===== src/rtl/zigzag_varint_delta_point_decoder_core_macros.svh =====
// ----------------------------------------------------------------------------
// zigzag varint delta point decoder - assertion macros
// shared concurrent assertion forms for the decoder rtl
// ----------------------------------------------------------------------------
`ifndef ZIGZAG_VARINT_DELTA_POINT_DECODER_CORE_MACROS_SVH
`define ZIGZAG_VARINT_DELTA_POINT_DECODER_CORE_MACROS_SVH

// same-cycle implication, held off while reset is asserted
`define ZVDP_ASSERT_NOW(lbl, clk, rst_n, ante, cons) \
	lbl: assert property (@(posedge clk) disable iff (!rst_n) (ante) |-> (cons)) \
		else $error("zvdp assertion failed");

// next-cycle implication, held off while reset is asserted
`define ZVDP_ASSERT_NEXT(lbl, clk, rst_n, ante, cons) \
	lbl: assert property (@(posedge clk) disable iff (!rst_n) (ante) |=> (cons)) \
		else $error("zvdp assertion failed");

`endif


===== src/rtl/zvdp_pkg.sv =====
// ----------------------------------------------------------------------------
// zvdp_pkg
// types, constants and helpers of the zigzag varint delta point decoder
// ----------------------------------------------------------------------------
package zvdp_pkg;

	localparam int MAX_POINTS_DEF = 4096;

	// varint byte layout
	localparam logic [7:0] DATA_MASK   = 8'h7F;
	localparam logic [7:0] MORE_BIT    = 8'h80;
	localparam int         GROUP_SHIFT = 7;
	localparam int         MAX_SHIFT   = 28;
	localparam int         MAX_GROUPS  = 5;

	// result kinds
	localparam logic KIND_POINT   = 1'b0;
	localparam logic KIND_SUMMARY = 1'b1;

	// stop reasons
	localparam logic [1:0] STOP_NORMAL   = 2'd0;
	localparam logic [1:0] STOP_OVERLONG = 2'd1;
	localparam logic [1:0] STOP_RAN_OUT  = 2'd2;

	// result queue
	localparam int QDEPTH = 4;

	typedef struct packed {
		logic              result_kind;
		logic [11:0]       point_index;
		logic signed [31:0] lat_e6;
		logic signed [31:0] lon_e6;
		logic [12:0]       point_count;
		logic              route_valid;
		logic [1:0]        stop_reason;
		logic              last;
	} result_t;

	function automatic logic [31:0] unzig(input logic [31:0] v);
		unzig = (v >> 1) ^ {32{v[0]}};
	endfunction

endpackage


===== src/rtl/zigzag_varint_delta_point_decoder_core.sv =====
// ----------------------------------------------------------------------------
// zigzag_varint_delta_point_decoder_core
// route stream byte decoder: base-128 varints, zigzag deltas, running sums
// ----------------------------------------------------------------------------
// Takes one route byte per clock while in_stall is low. A byte is decoded in
// the cycle it is accepted and its results (a point when it closes a lat/lon
// pair, and the end-of-route summary when it is marked last) are written into
// a four-entry result queue and offered from its head in order. Results leave
// one per cycle while out_stall is low; a byte that gives both a point and a
// summary writes both, point first. The input is stalled while the queue has
// fewer than two free slots, so the sustained rate is one byte per cycle
// whenever the output side keeps up. The point limit register may be written
// at any time and takes effect for the next byte.
`include "zigzag_varint_delta_point_decoder_core_macros.svh"

module zigzag_varint_delta_point_decoder_core
	import zvdp_pkg::*;
#(
	parameter int MAX_POINTS = MAX_POINTS_DEF
) (
	input  logic               clk,
	input  logic               arst_n,
	// configuration
	input  logic               cfg_valid,
	output logic               cfg_ready,
	input  logic [12:0]        cfg_data,
	// byte stream
	input  logic               in_valid,
	output logic               in_stall,
	input  logic [7:0]         data_byte,
	input  logic               is_last,
	// results
	output logic               out_valid,
	input  logic               out_stall,
	output logic               result_kind,
	output logic [11:0]        point_index,
	output logic signed [31:0] lat_e6,
	output logic signed [31:0] lon_e6,
	output logic [12:0]        point_count,
	output logic               route_valid,
	output logic [1:0]         stop_reason,
	output logic               last
);

	localparam int CNT_W = $clog2(MAX_POINTS + 1);
	localparam int LIM_W = (CNT_W > 13) ? CNT_W : 13;
	localparam int QPW   = $clog2(QDEPTH);
	localparam int QCW   = QPW + 1;

	// configuration register
	logic [12:0]      expected_q;

	// decode state
	logic [31:0]      partial_q;
	logic [2:0]       group_q;
	logic             second_q;
	logic [31:0]      held_q;
	logic [31:0]      lat_q;
	logic [31:0]      lon_q;
	logic [CNT_W-1:0] done_q;
	logic             halted_q;
	logic [1:0]       cause_q;

	// result queue
	result_t          queue_q [QDEPTH];
	logic [QPW-1:0]   rd_q;
	logic [QPW-1:0]   wr_q;
	logic [QCW-1:0]   count_q;

	logic             in_acc;
	logic             out_acc;
	logic [LIM_W-1:0] limit;
	logic [5:0]       shift_amt;
	logic [31:0]      merged;
	logic             more;

	logic [31:0]      n_partial;
	logic [2:0]       n_group;
	logic             n_second;
	logic [31:0]      n_held;
	logic [31:0]      n_lat;
	logic [31:0]      n_lon;
	logic [CNT_W-1:0] n_done;
	logic             n_halted;
	logic [1:0]       n_cause;
	logic             pt_emit;
	logic [1:0]       sum_reason;
	result_t          pt_res;
	result_t          sum_res;
	logic [QPW-1:0]   wr_next;
	logic [QCW-1:0]   n_wr;

	assign cfg_ready = 1'b1;
	assign in_stall  = count_q > QCW'(QDEPTH - 2);
	assign in_acc    = in_valid & ~in_stall;
	assign out_valid = count_q != '0;
	assign out_acc   = out_valid & ~out_stall;

	assign limit = (LIM_W'(expected_q) > LIM_W'(MAX_POINTS)) ?
		LIM_W'(MAX_POINTS) : LIM_W'(expected_q);

	assign shift_amt = 6'(group_q) * 6'(GROUP_SHIFT);
	assign more      = (data_byte & MORE_BIT) != 8'h00;
	assign merged    = (shift_amt <= 6'(MAX_SHIFT)) ?
		(partial_q | (32'(data_byte & DATA_MASK) << shift_amt)) : partial_q;

	always_comb begin
		n_partial = partial_q;
		n_group   = group_q;
		n_second  = second_q;
		n_held    = held_q;
		n_lat     = lat_q;
		n_lon     = lon_q;
		n_done    = done_q;
		n_halted  = halted_q;
		n_cause   = cause_q;
		pt_emit   = 1'b0;

		// limit already met before this byte
		if (!halted_q && (LIM_W'(done_q) >= limit)) begin
			n_halted = 1'b1;
			n_cause  = STOP_NORMAL;
		end

		if (!n_halted) begin
			if (!more) begin
				n_partial = '0;
				n_group   = '0;
				if (!second_q) begin
					n_held   = merged;
					n_second = 1'b1;
				end else begin
					n_second = 1'b0;
					n_lat    = lat_q + unzig(held_q);
					n_lon    = lon_q + unzig(merged);
					pt_emit  = 1'b1;
					n_done   = done_q + CNT_W'(1);
					if (LIM_W'(n_done) >= limit) begin
						n_halted = 1'b1;
						n_cause  = STOP_NORMAL;
					end
				end
			end else begin
				n_partial = merged;
				n_group   = group_q + 3'd1;
				if (n_group >= 3'(MAX_GROUPS)) begin
					n_halted = 1'b1;
					n_cause  = STOP_OVERLONG;
				end
			end
		end

		priority if (n_halted) begin
			sum_reason = n_cause;
		end else if (n_group != '0 || n_second) begin
			sum_reason = STOP_RAN_OUT;
		end else begin
			sum_reason = STOP_NORMAL;
		end
	end

	always_comb begin
		pt_res.result_kind = KIND_POINT;
		pt_res.point_index = 12'(done_q);
		pt_res.lat_e6      = $signed(n_lat);
		pt_res.lon_e6      = $signed(n_lon);
		pt_res.point_count = '0;
		pt_res.route_valid = 1'b0;
		pt_res.stop_reason = STOP_NORMAL;
		pt_res.last        = 1'b0;

		sum_res.result_kind = KIND_SUMMARY;
		sum_res.point_index = '0;
		sum_res.lat_e6      = $signed(n_lat);
		sum_res.lon_e6      = $signed(n_lon);
		sum_res.point_count = 13'(n_done);
		sum_res.route_valid = n_done >= CNT_W'(2);
		sum_res.stop_reason = sum_reason;
		sum_res.last        = 1'b1;
	end

	assign wr_next = wr_q + QPW'(1);
	assign n_wr    = in_acc ? (QCW'(pt_emit) + QCW'(is_last)) : '0;

	always_ff @(posedge clk or negedge arst_n) begin
		if (!arst_n) begin
			expected_q <= 13'd1;
		end else if (cfg_valid && cfg_ready) begin
			expected_q <= cfg_data;
		end
	end

	always_ff @(posedge clk or negedge arst_n) begin
		if (!arst_n) begin
			partial_q <= '0;
			group_q   <= '0;
			second_q  <= 1'b0;
			held_q    <= '0;
			lat_q     <= '0;
			lon_q     <= '0;
			done_q    <= '0;
			halted_q  <= 1'b0;
			cause_q   <= STOP_NORMAL;
		end else if (in_acc) begin
			if (is_last) begin
				// summary given, next byte opens a new route
				partial_q <= '0;
				group_q   <= '0;
				second_q  <= 1'b0;
				held_q    <= '0;
				lat_q     <= '0;
				lon_q     <= '0;
				done_q    <= '0;
				halted_q  <= 1'b0;
				cause_q   <= STOP_NORMAL;
			end else begin
				partial_q <= n_partial;
				group_q   <= n_group;
				second_q  <= n_second;
				held_q    <= n_held;
				lat_q     <= n_lat;
				lon_q     <= n_lon;
				done_q    <= n_done;
				halted_q  <= n_halted;
				cause_q   <= n_cause;
			end
		end
	end

	// queue storage, payload only
	always_ff @(posedge clk) begin
		if (in_acc) begin
			if (pt_emit) begin
				queue_q[wr_q] <= pt_res;
				if (is_last) begin
					queue_q[wr_next] <= sum_res;
				end
			end else if (is_last) begin
				queue_q[wr_q] <= sum_res;
			end
		end
	end

	always_ff @(posedge clk or negedge arst_n) begin
		if (!arst_n) begin
			rd_q    <= '0;
			wr_q    <= '0;
			count_q <= '0;
		end else begin
			wr_q    <= wr_q + QPW'(n_wr);
			rd_q    <= rd_q + QPW'(out_acc);
			count_q <= count_q + n_wr - QCW'(out_acc);
		end
	end

	assign result_kind = queue_q[rd_q].result_kind;
	assign point_index = queue_q[rd_q].point_index;
	assign lat_e6      = queue_q[rd_q].lat_e6;
	assign lon_e6      = queue_q[rd_q].lon_e6;
	assign point_count = queue_q[rd_q].point_count;
	assign route_valid = queue_q[rd_q].route_valid;
	assign stop_reason = queue_q[rd_q].stop_reason;
	assign last        = queue_q[rd_q].last;

	`ZVDP_ASSERT_NOW(a_queue_bound, clk, arst_n, 1'b1, count_q <= QCW'(QDEPTH))
	`ZVDP_ASSERT_NOW(a_run_group, clk, arst_n, !halted_q, group_q < 3'(MAX_GROUPS))
	`ZVDP_ASSERT_NOW(a_overlong_group, clk, arst_n,
		halted_q && cause_q == STOP_OVERLONG, group_q == 3'(MAX_GROUPS))
	`ZVDP_ASSERT_NEXT(a_route_cleared, clk, arst_n, in_acc && is_last,
		done_q == '0 && group_q == '0 && !second_q && !halted_q)

endmodule


===== config.mk =====
export PLATFORM = sky130hd
export DESIGN_NAME = zigzag_varint_delta_point_decoder_core
export DESIGN_NICKNAME = d
export VERILOG_FILES = /design/src/rtl/zvdp_pkg.sv /design/src/rtl/zigzag_varint_delta_point_decoder_core.sv
export VERILOG_INCLUDE_DIRS = /design/src /design/src/rtl
export SDC_FILE = /design/constraint.sdc
export NUM_CORES = 1
export LEC_CHECK = 0
export ABC_AREA = 1
export BUFFER_PORTS_ARGS = -buffer_cell sky130_fd_sc_hd__buf_4
export CAP_MARGIN = 20
export CORE_UTILIZATION = 63
export DETAILED_ROUTE_END_ITERATION = 6
export GPL_TIMING_DRIVEN = 0
export PLACE_DENSITY = 0.81
export REMOVE_ABC_BUFFERS = 1
export SETUP_SLACK_MARGIN = 0.1
export SLEW_MARGIN = 10
export SYNTH_ARGS = -nofsm -noshare
export SYNTH_HDL_FRONTEND = slang
export SYNTH_SLANG_ARGS = --single-unit

===== constraint.sdc =====
create_clock -name clk -period 5.9 [get_ports clk]
set_clock_uncertainty 0.15 [all_clocks]
set_input_delay 1.18 -clock clk [delete_from_list [all_inputs] [get_ports clk]]
set_output_delay 1.18 -clock clk [all_outputs]
set_load 0.03 [all_outputs]

==> results of run 1 <==
==> stage by stage <==
| stage | util | TNS [ns] | hold slack, ns |
|---|---|---|---|
| finish | 0.718 | 0 | 0.306 |
| detailed placement | 0.675 | -29.64 | 0.281 |
| CTS | 0.716 | 0 | 0.303 |
| global route | 0.718 | 0 | 0.322 |
| global placement | 0.658 | -3789.61 | 0.276 |
| floorplan | - | -807.19 | 0.264 |
==> repair_timing <==
| item | CTS | global route |
|---|---|---|
| resized for setup | 5 | 18 |
| hold buffers | 0 | 0 |
| pin swaps | 2 | 3 |
| endpoints found under the setup margin | 326 | 388 |
| buffers inserted | 1 | 8 |
| cloned | 1 | 0 |
==> worst max-delay path, delay by kind of cell, from the launching register on <==
| kind | cells | cell delay [ns] |
|---|---|---|
| simple gates | 12 | 2.44 |
| buf+inv | 6 | 1.35 |
| fa+ha+maj | 2 | 0.46 |
| flops | 1 | 0.41 |
| compound gates | 2 | 0.35 |
==> synth_stat cells, types with 52 or more instances <==
cell                       instances  area, um^2
sky130_fd_sc_hd__nor2_1          645        2420
sky130_fd_sc_hd__inv_1           268        1010
sky130_fd_sc_hd__o21ai_0         406        2030
sky130_fd_sc_hd__dfxtp_1          52        1040
sky130_fd_sc_hd__o22ai_1         108         676
sky130_fd_sc_hd__clkbuf_1        102         383
sky130_fd_sc_hd__xor2_1           60         526
sky130_fd_sc_hd__dfrtp_1         167        4180
sky130_fd_sc_hd__ha_1            106        1330
sky130_fd_sc_hd__nand2_1         574        2150
sky130_fd_sc_hd__nand3_1         137         686
sky130_fd_sc_hd__a21oi_1         157         786
sky130_fd_sc_hd__edfxtp_1        320        9610
==> routing by layer <==
layer / up-vias / track usage / wire length, um
li1: 11600 / - / -
met1: 11900 / 0.448 / 32800
met2: 1166 / 0.572 / 39200
met3: 206 / 0.0411 / 6180
met4: 0 / 0.162 / 3300
met5: - / 0 / 0
==> final timing paths <==
kind / slack [ns] / to
worst max-delay path: 0.30 / queue_q[3][27]$_DFFE_PP_
worst min-delay path: 0.31 / queue_q[0][0]$_SDFFE_PP1P_
worst max register to register: 0.30 / queue_q[3][27]$_DFFE_PP_
worst min register to register: 0.31 / queue_q[0][0]$_SDFFE_PP1P_
max in group asynchronous: 4.29 / held_q[0]$_DFFE_PN0P_
min in group asynchronous: 0.34 / rd_q[1]$_DFF_PN0_
==> power by group through the flow <==
stage	Clock, mW	Sequential [mW]	Combinational (mW)
global placement	0	5.62	9.31
finish	3.59	5.40	10.1
CTS	3.61	5.38	9.97
floorplan	0	5.34	6.62
detailed placement	0	5.44	9.86
global route	3.76	5.46	11.0
==> final cells by class <==
type                            instances  area (um^2)  share of cell area
Clock buffer                           73         1440              0.0441
Clock inverter                         27          404              0.0124
Sequential cell                       540        14900               0.455
Multi-Input combinational cell       2431        12500               0.383
Tap cell                              600          751              0.0230
Timing Repair Buffer                  164         1630              0.0500
Inverter                              281         1080              0.0331
==> sequential cells by signal, summed over array words and instances (netlist names) <==
signal,cells
queue_q,372
held_q,32
lat_q,32
lon_q,32
partial_q,32
done_q,13
expected_q,13
count_q,3
group_q,3
cause_q,2
rd_q,2
wr_q,2
halted_q,1
second_q,1
==> cells in the final DEF (no fill, tap or decap), types with 9 or more instances in the layout <==
cell type / n
sky130_fd_sc_hd__nand2_1: 571
sky130_fd_sc_hd__o22ai_1: 108
sky130_fd_sc_hd__edfxtp_1: 320
sky130_fd_sc_hd__dfxtp_1: 52
sky130_fd_sc_hd__ha_1: 106
sky130_fd_sc_hd__xor2_1: 59
sky130_fd_sc_hd__buf_4: 130
sky130_fd_sc_hd__inv_2: 9
sky130_fd_sc_hd__inv_1: 262
sky130_fd_sc_hd__nand3_1: 137
sky130_fd_sc_hd__nor3_1: 18
sky130_fd_sc_hd__buf_12: 14
sky130_fd_sc_hd__dfrtp_1: 162
sky130_fd_sc_hd__o21ai_2: 25
sky130_fd_sc_hd__nor2_1: 639
sky130_fd_sc_hd__or2_2: 11
sky130_fd_sc_hd__a21oi_1: 153
sky130_fd_sc_hd__xnor2_1: 46
sky130_fd_sc_hd__o21ai_0: 396
sky130_fd_sc_hd__nand4_1: 19
sky130_fd_sc_hd__o21ai_1: 48
sky130_fd_sc_hd__clkbuf_1: 16
sky130_fd_sc_hd__nand2_2: 9
sky130_fd_sc_hd__nand3b_1: 10
sky130_fd_sc_hd__nor2_2: 10
sky130_fd_sc_hd__clkbuf_16: 53
==> cell families after synthesis <==
| kind of cell | after synthesis | synth area share |
|---|---|---|
| adders and majority gates | 112 | 0.0494 |
| and+or+nand+nor | 1439 | 0.198 |
| other | 1 | 0.000128 |
| xor gates and xnor gates | 107 | 0.0323 |
| AOI/OAI and AO/OA | 766 | 0.143 |
| buffers and inverters | 458 | 0.0683 |
| muxes | 5 | 0.00188 |
| DFF | 540 | 0.507 |
==> metrics.txt, run 1 <==
# TYPE chip_impl_metric gauge
chip_impl_info{name="run_status",value="finished, violations left"} 1
chip_impl_info{name="violations",value="DRC"} 1
chip_impl_info{name="crit_path_end_kind",value="register"} 1
chip_impl_metric{name="n_fill_cell",unit=""} 3443
chip_impl_metric{name="yosys_warnings",unit=""} 0
chip_impl_metric{name="grt_max_degree",unit=""} 129
chip_impl_metric{name="globalRouteOverflowTotal",unit=""} 0
chip_impl_metric{name="number_of_enable_flip_flop_cells_after_synthesis",unit=""} 320
chip_impl_info{name="crit_path_frequent_cell",value="sky130_fd_sc_hd__nand2_1"} 1
chip_impl_metric{name="antenna_found_initial",unit=""} 0
chip_impl_info{name="timing.critical_path.from_type",value="register"} 1
chip_impl_metric{name="floorplan.die.width",unit="um"} 218
chip_impl_metric{name="synth_sequential_area_ratio",unit=""} 0.507
chip_impl_metric{name="critical_path.max_fanout",unit=""} 45
chip_impl_metric{name="dpl.cell_count",unit=""} 4006
chip_impl_metric{name="worstMarginPinSlew",unit="ns"} 1.00
chip_impl_metric{name="pwr-share-comb",unit=""} 0.530
chip_impl_info{name="crit_path_top_delay_cell",value="sky130_fd_sc_hd__nor2_1"} 1
chip_impl_metric{name="switching_share",unit=""} 0.472
chip_impl_metric{name="ff2ff_path_depth",unit=""} 22
chip_impl_metric{name="final.setup.worst_slack",unit="ns"} 0.302
chip_impl_metric{name="total_power_divided_by_cell_area",unit="nW/um^2"} 584
chip_impl_metric{name="setup_viol_count_final",unit=""} 0
chip_impl_metric{name="first_pass_grt_wire_length",unit="mm"} 127
chip_impl_metric{name="start_util",unit=""} 0.643
chip_impl_metric{name="drive_gt1_frac",unit=""} 0.0993
chip_impl_info{name="setup.worst_path.start",value="expected_q[3]$_DFFE_PN0P_"} 1
chip_impl_metric{name="total_switching_power",unit="mW"} 9.02
chip_impl_metric{name="row_count",unit=""} 78
chip_impl_metric{name="dpl.hpwl",unit="mm"} 55.0
chip_impl_metric{name="drt_first_iter_violations",unit=""} 2582
chip_impl_info{name="timing.setup.critical_path_class",value="register to register"} 1
chip_impl_metric{name="syn-instance-count",unit=""} 3428
chip_impl_metric{name="p_int",unit="mW"} 10.1
chip_impl_metric{name="timing.final.crit_period",unit="ns"} 5.60
chip_impl_metric{name="detailedPlace.worstSlack",unit="ns"} -0.243
chip_impl_metric{name="clock_sinks",unit=""} 540
chip_impl_metric{name="synth_async_sr_flop_share",unit=""} 0.311
chip_impl_info{name="worstPathCellList",value="nor4_1, a21oi_1, clkinv_1, nand2_1, ha_1, nand2_1, nand2_1, nand2_1, nand2_1, a21oi_4, nand3_2, nor2_4, nand2_1, inv_1, ha_1, nand2_1, nor2_1, buf_6, nor2_4, buf_12, inv_6, buf_16"} 1
chip_impl_metric{name="fin_area",unit="um^2"} 32700
chip_impl_metric{name="cts_h_tree_depth",unit=""} 2
chip_impl_metric{name="irDropWorstVdd",unit="mV"} 0.654
chip_impl_metric{name="top_level_ports",unit=""} 124
chip_impl_metric{name="antenna-diode-count",unit=""} 0
chip_impl_metric{name="via_count",unit=""} 24900
chip_impl_info{name="type_of_the_tightest_min_delay_check",value="register to register"} 1
chip_impl_metric{name="detail-route-antenna-nets",unit=""} 0
chip_impl_info{name="worst_r2r_startpoint",value="expected_q[3]$_DFFE_PN0P_"} 1
chip_impl_metric{name="synth_cell_area",unit="um^2"} 29300
chip_impl_metric{name="timing.max_slew.rel_slack",unit=""} 0.331
chip_impl_metric{name="worst_skew_pair.late_latency",unit="ns"} 0.63
chip_impl_metric{name="tritoncts.num_buffers",unit=""} 53
chip_impl_metric{name="portBuffers",unit=""} 122
chip_impl_metric{name="drt_pass1_iterations",unit=""} 7
chip_impl_metric{name="final_hold_violation_count",unit=""} 0
chip_impl_metric{name="final_net_count",unit=""} 3610
chip_impl_metric{name="timing.final.max_slew_violations",unit=""} 0
chip_impl_metric{name="static-leakage-power",unit="nW"} 13.4
chip_impl_metric{name="vias_in_the_first_global_route",unit=""} 24400
chip_impl_metric{name="critPathArrivalTime",unit="ns"} 5.73
chip_impl_metric{name="worst-endpoint-required",unit="ns"} 6.04
chip_impl_metric{name="detail_routed_via_count_per_cell",unit=""} 6.05
chip_impl_metric{name="ys_seq_elements",unit=""} 540
chip_impl_metric{name="drv_cap",unit=""} 0
chip_impl_metric{name="postRouteWirelength",unit="mm"} 81.5
chip_impl_metric{name="gp_routability_congestion",unit=""} 0.959
chip_impl_metric{name="syn_avg_cell_area",unit="um^2"} 8.54
chip_impl_metric{name="min_period_over_period",unit=""} 0.949
chip_impl_metric{name="global_route.usage.total",unit=""} 0.343
chip_impl_metric{name="max_freq",unit="GHz"} 0.179
chip_impl_metric{name="die_height",unit="um"} 218
chip_impl_metric{name="worstHoldPathCells",unit=""} 2
chip_impl_metric{name="cts.path.max_buffers",unit=""} 3
chip_impl_info{name="clock_tree_from_tritoncts",value="built"} 1
chip_impl_metric{name="fin_total_pwr",unit="mW"} 19.1
chip_impl_metric{name="area_growth_syn_to_layout",unit="%"} 11.7
chip_impl_metric{name="cts.clk_slew.worst_paths",unit="ns"} 0.06
chip_impl_metric{name="stdcell_count",unit=""} 4116
chip_impl_metric{name="critical-path-max-stage-delay",unit="ns"} 0.71
chip_impl_metric{name="power.sequential.fraction",unit=""} 0.282
chip_impl_metric{name="die-area",unit="um^2"} 47300
chip_impl_metric{name="post_drt_wl_per_cell",unit="um"} 19.8
chip_impl_info{name="timing.hold.worst.start",value="queue_q[0][0]$_SDFFE_PP1P_"} 1
chip_impl_metric{name="power.share.clock",unit=""} 0.188
chip_impl_info{name="rsz0062_at_grt",value="false"} 1
chip_impl_metric{name="post_dp_cell_area",unit="um^2"} 30700
chip_impl_info{name="synth_flop_cell",value="sky130_fd_sc_hd__edfxtp_1"} 1
chip_impl_info{name="buffer_type_at_the_clock_tree_root",value="sky130_fd_sc_hd__clkbuf_16"} 1
chip_impl_metric{name="route.detailed.drc",unit=""} 1
chip_impl_metric{name="ys_types",unit=""} 52
chip_impl_metric{name="design.core.area",unit="um^2"} 45600
Power figures use the tool's default switching activity.
==> run 2: changes to the inputs <==
--- a/config.mk
+++ b/config.mk
@@ -6,13 +6,12 @@
 export SDC_FILE = /design/constraint.sdc
 export NUM_CORES = 1
 export LEC_CHECK = 0
-export ABC_AREA = 1
 export BUFFER_PORTS_ARGS = -buffer_cell sky130_fd_sc_hd__buf_4
 export CAP_MARGIN = 20
-export CORE_UTILIZATION = 63
+export CORE_UTILIZATION = 62
 export DETAILED_ROUTE_END_ITERATION = 6
 export GPL_TIMING_DRIVEN = 0
-export PLACE_DENSITY = 0.81
+export PLACE_DENSITY = 0.8
 export REMOVE_ABC_BUFFERS = 1
 export SETUP_SLACK_MARGIN = 0.1
 export SLEW_MARGIN = 10
==> metrics.txt, run 2 <==
# TYPE chip_impl_metric gauge
chip_impl_metric{name="timing.max_slew.rel_slack",unit=""} 0.271
chip_impl_metric{name="start_util",unit=""} 0.630
chip_impl_metric{name="portBuffers",unit=""} 122
chip_impl_metric{name="critical-path-max-stage-delay",unit="ns"} 0.55
chip_impl_metric{name="synth_cell_area",unit="um^2"} 28600
chip_impl_metric{name="fin_total_pwr",unit="mW"} 17.2
chip_impl_metric{name="antenna_found_initial",unit=""} 1
chip_impl_metric{name="clock_sinks",unit=""} 540
chip_impl_metric{name="cts.path.max_buffers",unit=""} 3
chip_impl_metric{name="tritoncts.num_buffers",unit=""} 55
chip_impl_metric{name="ys_types",unit=""} 93
chip_impl_metric{name="synth_simple_gate_area_share",unit=""} 0.120
chip_impl_metric{name="synth_sequential_area_ratio",unit=""} 0.519
chip_impl_metric{name="cts.clk_slew.worst_paths",unit="ns"} 0.06
chip_impl_metric{name="drt_pass1_iterations",unit=""} 6
chip_impl_info{name="crit_path_end_kind",value="register"} 1
chip_impl_metric{name="number_of_enable_flip_flop_cells_after_synthesis",unit=""} 320
chip_impl_metric{name="cts_h_tree_depth",unit=""} 2
chip_impl_info{name="crit_family",value="adder cells"} 1
chip_impl_metric{name="drt_first_iter_violations",unit=""} 2442
chip_impl_metric{name="postRouteWirelength",unit="mm"} 78.6
chip_impl_info{name="final_cell_mix",value="435 x sky130_fd_sc_hd__nor2_1, 320 x sky130_fd_sc_hd__edfxtp_1, 179 x sky130_fd_sc_hd__buf_4"} 1
chip_impl_metric{name="post_synth_fa_ha_maj_area_fraction",unit=""} 0.0505
chip_impl_info{name="netlist_top_cells_area",value="sky130_fd_sc_hd__edfxtp_1 34%, sky130_fd_sc_hd__dfrtp_1 15%, sky130_fd_sc_hd__mux4_2 7.3%, sky130_fd_sc_hd__nor2_1 5.8%, sky130_fd_sc_hd__ha_1 4.6%"} 1
chip_impl_info{name="type_of_the_tightest_min_delay_check",value="register to register"} 1
chip_impl_info{name="layout_commonest_cell",value="sky130_fd_sc_hd__nor2_1"} 1
chip_impl_metric{name="die-area",unit="um^2"} 47000
chip_impl_metric{name="top_level_ports",unit=""} 124
chip_impl_metric{name="worst-endpoint-required",unit="ns"} 6.09
chip_impl_metric{name="setup_viol_count_final",unit=""} 4
chip_impl_metric{name="first_pass_grt_wire_length",unit="mm"} 117
chip_impl_info{name="synth_flop_cell",value="sky130_fd_sc_hd__edfxtp_1"} 1
chip_impl_metric{name="hold_fix_buffers_at_cts",unit=""} 0
chip_impl_info{name="run_status",value="finished, violations left"} 1
chip_impl_metric{name="vias_in_the_first_global_route",unit=""} 21400
chip_impl_metric{name="global_route.usage.total",unit=""} 0.321
chip_impl_metric{name="die_height",unit="um"} 217
chip_impl_metric{name="globalRouteOverflowTotal",unit=""} 0
chip_impl_metric{name="worst-r2r-setup-slack",unit="ns"} -0.08
chip_impl_metric{name="min_period_over_period",unit=""} 1.01
chip_impl_metric{name="area_growth_syn_to_layout",unit="%"} 16.1
chip_impl_metric{name="worstMarginPinSlew",unit="ns"} 1.09
chip_impl_metric{name="timing.final.max_slew_violations",unit=""} 0
chip_impl_metric{name="detail-route-antenna-nets",unit=""} 0
chip_impl_metric{name="syn_avg_cell_area",unit="um^2"} 11.2
chip_impl_metric{name="antenna-diode-count",unit=""} 0
chip_impl_metric{name="synth_mux_area_frac",unit=""} 0.105
chip_impl_info{name="worstPathCellList",value="fa_1, ha_2, inv_2, fa_2, nor2_2, nand3_1, nand3b_1, buf_6, buf_6, nor3_4, a21o_4, buf_12, xnor2_2, ha_2, fa_2, a211oi_2, o21bai_1, a22oi_2, nor4b_4, or3_4, a311o_1, a31oi_4, nor2_1"} 1
chip_impl_metric{name="ff2ff_path_depth",unit=""} 23
chip_impl_metric{name="n_fill_cell",unit=""} 3037
chip_impl_info{name="worst_r2r_startpoint",value="group_q[2]$_DFFE_PN0P_"} 1
chip_impl_metric{name="post_drt_wl_per_cell",unit="um"} 23.8
chip_impl_metric{name="max_freq",unit="GHz"} 0.167
chip_impl_metric{name="yosys_warnings",unit=""} 0
chip_impl_metric{name="dpl.hpwl",unit="mm"} 49.6
chip_impl_metric{name="synth_async_sr_flop_share",unit=""} 0.311
chip_impl_info{name="violations",value="setup timing"} 1
chip_impl_metric{name="critPathArrivalTime",unit="ns"} 6.17
chip_impl_info{name="synth_largest_area_cell",value="sky130_fd_sc_hd__edfxtp_1"} 1
chip_impl_info{name="worstReg2RegEnd",value="queue_q[1][41]$_DFFE_PP_"} 1
chip_impl_metric{name="worstHoldPathCells",unit=""} 2
chip_impl_metric{name="detailedPlace.worstSlack",unit="ns"} -0.775
chip_impl_metric{name="static-leakage-power",unit="nW"} 12.8
chip_impl_metric{name="grt_max_degree",unit=""} 113
chip_impl_info{name="yosys-top-cells-count",value="445 x sky130_fd_sc_hd__nor2_1, 320 x sky130_fd_sc_hd__edfxtp_1, 167 x sky130_fd_sc_hd__dfrtp_1, 155 x sky130_fd_sc_hd__nand2_1, 146 x sky130_fd_sc_hd__a21oi_1"} 1
chip_impl_metric{name="syn-instance-count",unit=""} 2548
chip_impl_info{name="timing.setup.critical_path_class",value="register to register"} 1
chip_impl_metric{name="total_power_divided_by_cell_area",unit="nW/um^2"} 518
chip_impl_info{name="timing.critical_path.from_type",value="register"} 1
chip_impl_metric{name="cp_num_buf_inv",unit=""} 4
chip_impl_info{name="rsz0062_at_grt",value="true"} 1
chip_impl_metric{name="final_hold_violation_count",unit=""} 0
chip_impl_metric{name="max_reg_flops",unit=""} 372
chip_impl_info{name="buffer_type_at_the_clock_tree_root",value="sky130_fd_sc_hd__clkbuf_16"} 1
chip_impl_info{name="setup.worst_path.start",value="group_q[2]$_DFFE_PN0P_"} 1
chip_impl_metric{name="critical_path.max_fanout",unit=""} 6
chip_impl_metric{name="drv_cap",unit=""} 0
chip_impl_info{name="largest_register",value="queue_q"} 1
chip_impl_metric{name="floorplan.die.width",unit="um"} 217
chip_impl_metric{name="synth_xor_xnor_area_share",unit=""} 0.0404
chip_impl_metric{name="irDropWorstVdd",unit="mV"} 0.419
chip_impl_info{name="crit_path_top_delay_cell",value="sky130_fd_sc_hd__fa_1"} 1
chip_impl_metric{name="design.core.area",unit="um^2"} 45500
chip_impl_info{name="synth_most_common_cell",value="sky130_fd_sc_hd__nor2_1"} 1
chip_impl_metric{name="final.setup.worst_slack",unit="ns"} -0.0796
chip_impl_metric{name="worst_skew_pair.late_latency",unit="ns"} 0.62
chip_impl_metric{name="drive_gt1_frac",unit=""} 0.195
chip_impl_info{name="hold_end",value="queue_q[1][0]$_SDFFE_PP1P_"} 1
chip_impl_metric{name="tns",unit="ns"} -0.292
chip_impl_metric{name="ys_seq_elements",unit=""} 540
chip_impl_metric{name="timing.final.crit_period",unit="ns"} 5.98
chip_impl_metric{name="detail_routed_via_count_per_cell",unit=""} 6.62
chip_impl_metric{name="final_net_count",unit=""} 2792
chip_impl_info{name="synth_top_family_by_area",value="compound AO/OA/AOI/OAI gates"} 1
chip_impl_metric{name="via_count",unit=""} 21800
chip_impl_metric{name="yosys.area.top_type_share",unit=""} 0.336
chip_impl_metric{name="route.detailed.drc",unit=""} 0
chip_impl_info{name="clock_tree_from_tritoncts",value="built"} 1
chip_impl_metric{name="gp_routability_congestion",unit=""} 0.916
chip_impl_metric{name="synth_compound_gate_area_share",unit=""} 0.133
chip_impl_info{name="timing.hold.worst.start",value="queue_q[1][0]$_SDFFE_PP1P_"} 1
chip_impl_metric{name="row_count",unit=""} 78
[run 2: per-layer routing]
metal / routed length [um] / share of wire / vias to the layer above / track usage
met2: 38400 / 0.49 / 1101 / 0.530
met4: 3100 / 0.039 / 2 / 0.122
met1: 30300 / 0.39 / 10900 / 0.432
met3: 6780 / 0.086 / 224 / 0.0493
met5: 13 / 0.00017 / - / 0
li1: - / - / 9628 / -
[run 2: worst reg2reg max path: cells and delay by family, from the launching register on]
| family | cells | cell delay [ns] |
|---|---|---|
| AOI/OAI and AO/OA | 6 | 1.67 |
| xor gates and xnor gates | 1 | 0.06 |
| adders and majority gates | 5 | 1.89 |
| buffers and inverters | 4 | 0.46 |
| DFF | 1 | 0.43 |
| and+or+nand+nor | 7 | 1.06 |
[run 2: kinds of logic (layout without fill, tap and decap cells)]
kind of cell             count (synthesis)  in the layout
other                                    1              1
buffers and inverters                  227            375
XOR/XNOR                               132            132
AND/OR/NAND/NOR                        789            789
adder cells (fa/ha/maj)                112            112
AO/OA/AOI/OAI                          565            568
flip-flops                             540            540
multiplexers                           182            182
[run 2: how the worst max path moves through the flow]
stage,to,slack (ns),depth (start not counted)
after global routing,queue_q[1][41]$_DFFE_PP_,-0.13,23
after global placement,queue_q[3][48]$_DFFE_PP_,-5.90,17
after CTS,queue_q[2][40]$_DFFE_PP_,0.06,20
after floorplan,queue_q[3][48]$_DFFE_PP_,-1.07,18
final,queue_q[1][41]$_DFFE_PP_,-0.08,23
after detailed placement,queue_q[2][40]$_DFFE_PP_,-0.78,19
[run 2: area by class of cell]
type	instances	area, um^2	share of cell area
Tap cell	600	751	0.0226
Sequential cell	540	14900	0.447
Timing Repair Buffer	213	2080	0.0625
Clock inverter	19	180	0.00542
Multi-Input combinational cell	1784	13500	0.407
Clock buffer	84	1620	0.0486
Inverter	59	241	0.00726
[run 2: stage by stage]
stage          hold slack, ns  cells  utilization  area (um^2)
2_1_floorplan           0.292   2380            -        27900
3_3_place_gp            0.311   3102        0.650        29600
3_5_place_dp            0.320   3132        0.668        30400
4_1_cts                 0.332   3248        0.715        32500
5_1_grt                 0.363   3299        0.731        33300
6_report                0.336   3299        0.731        33300
[run 2: what timing repair did]
| action | in CTS | in global routing |
|---|---|---|
| setup buffers | 12 | 48 |
| pin swaps | 6 | 44 |
| setup endpoints to repair | 246 | 260 |
| gates cloned | 1 | 3 |
| resized for setup | 43 | 71 |
| endpoints found under the hold margin | 0 | 0 |
[run 2: where the power goes]
part | leakage, nW | switching [mW] | internal [mW] | total [mW]
registers | 5.65 | 0.489 | 4.56 | 5.05
clock network | 0.879 | 1.47 | 1.98 | 3.45
logic | 6.29 | 5.24 | 3.47 | 8.71
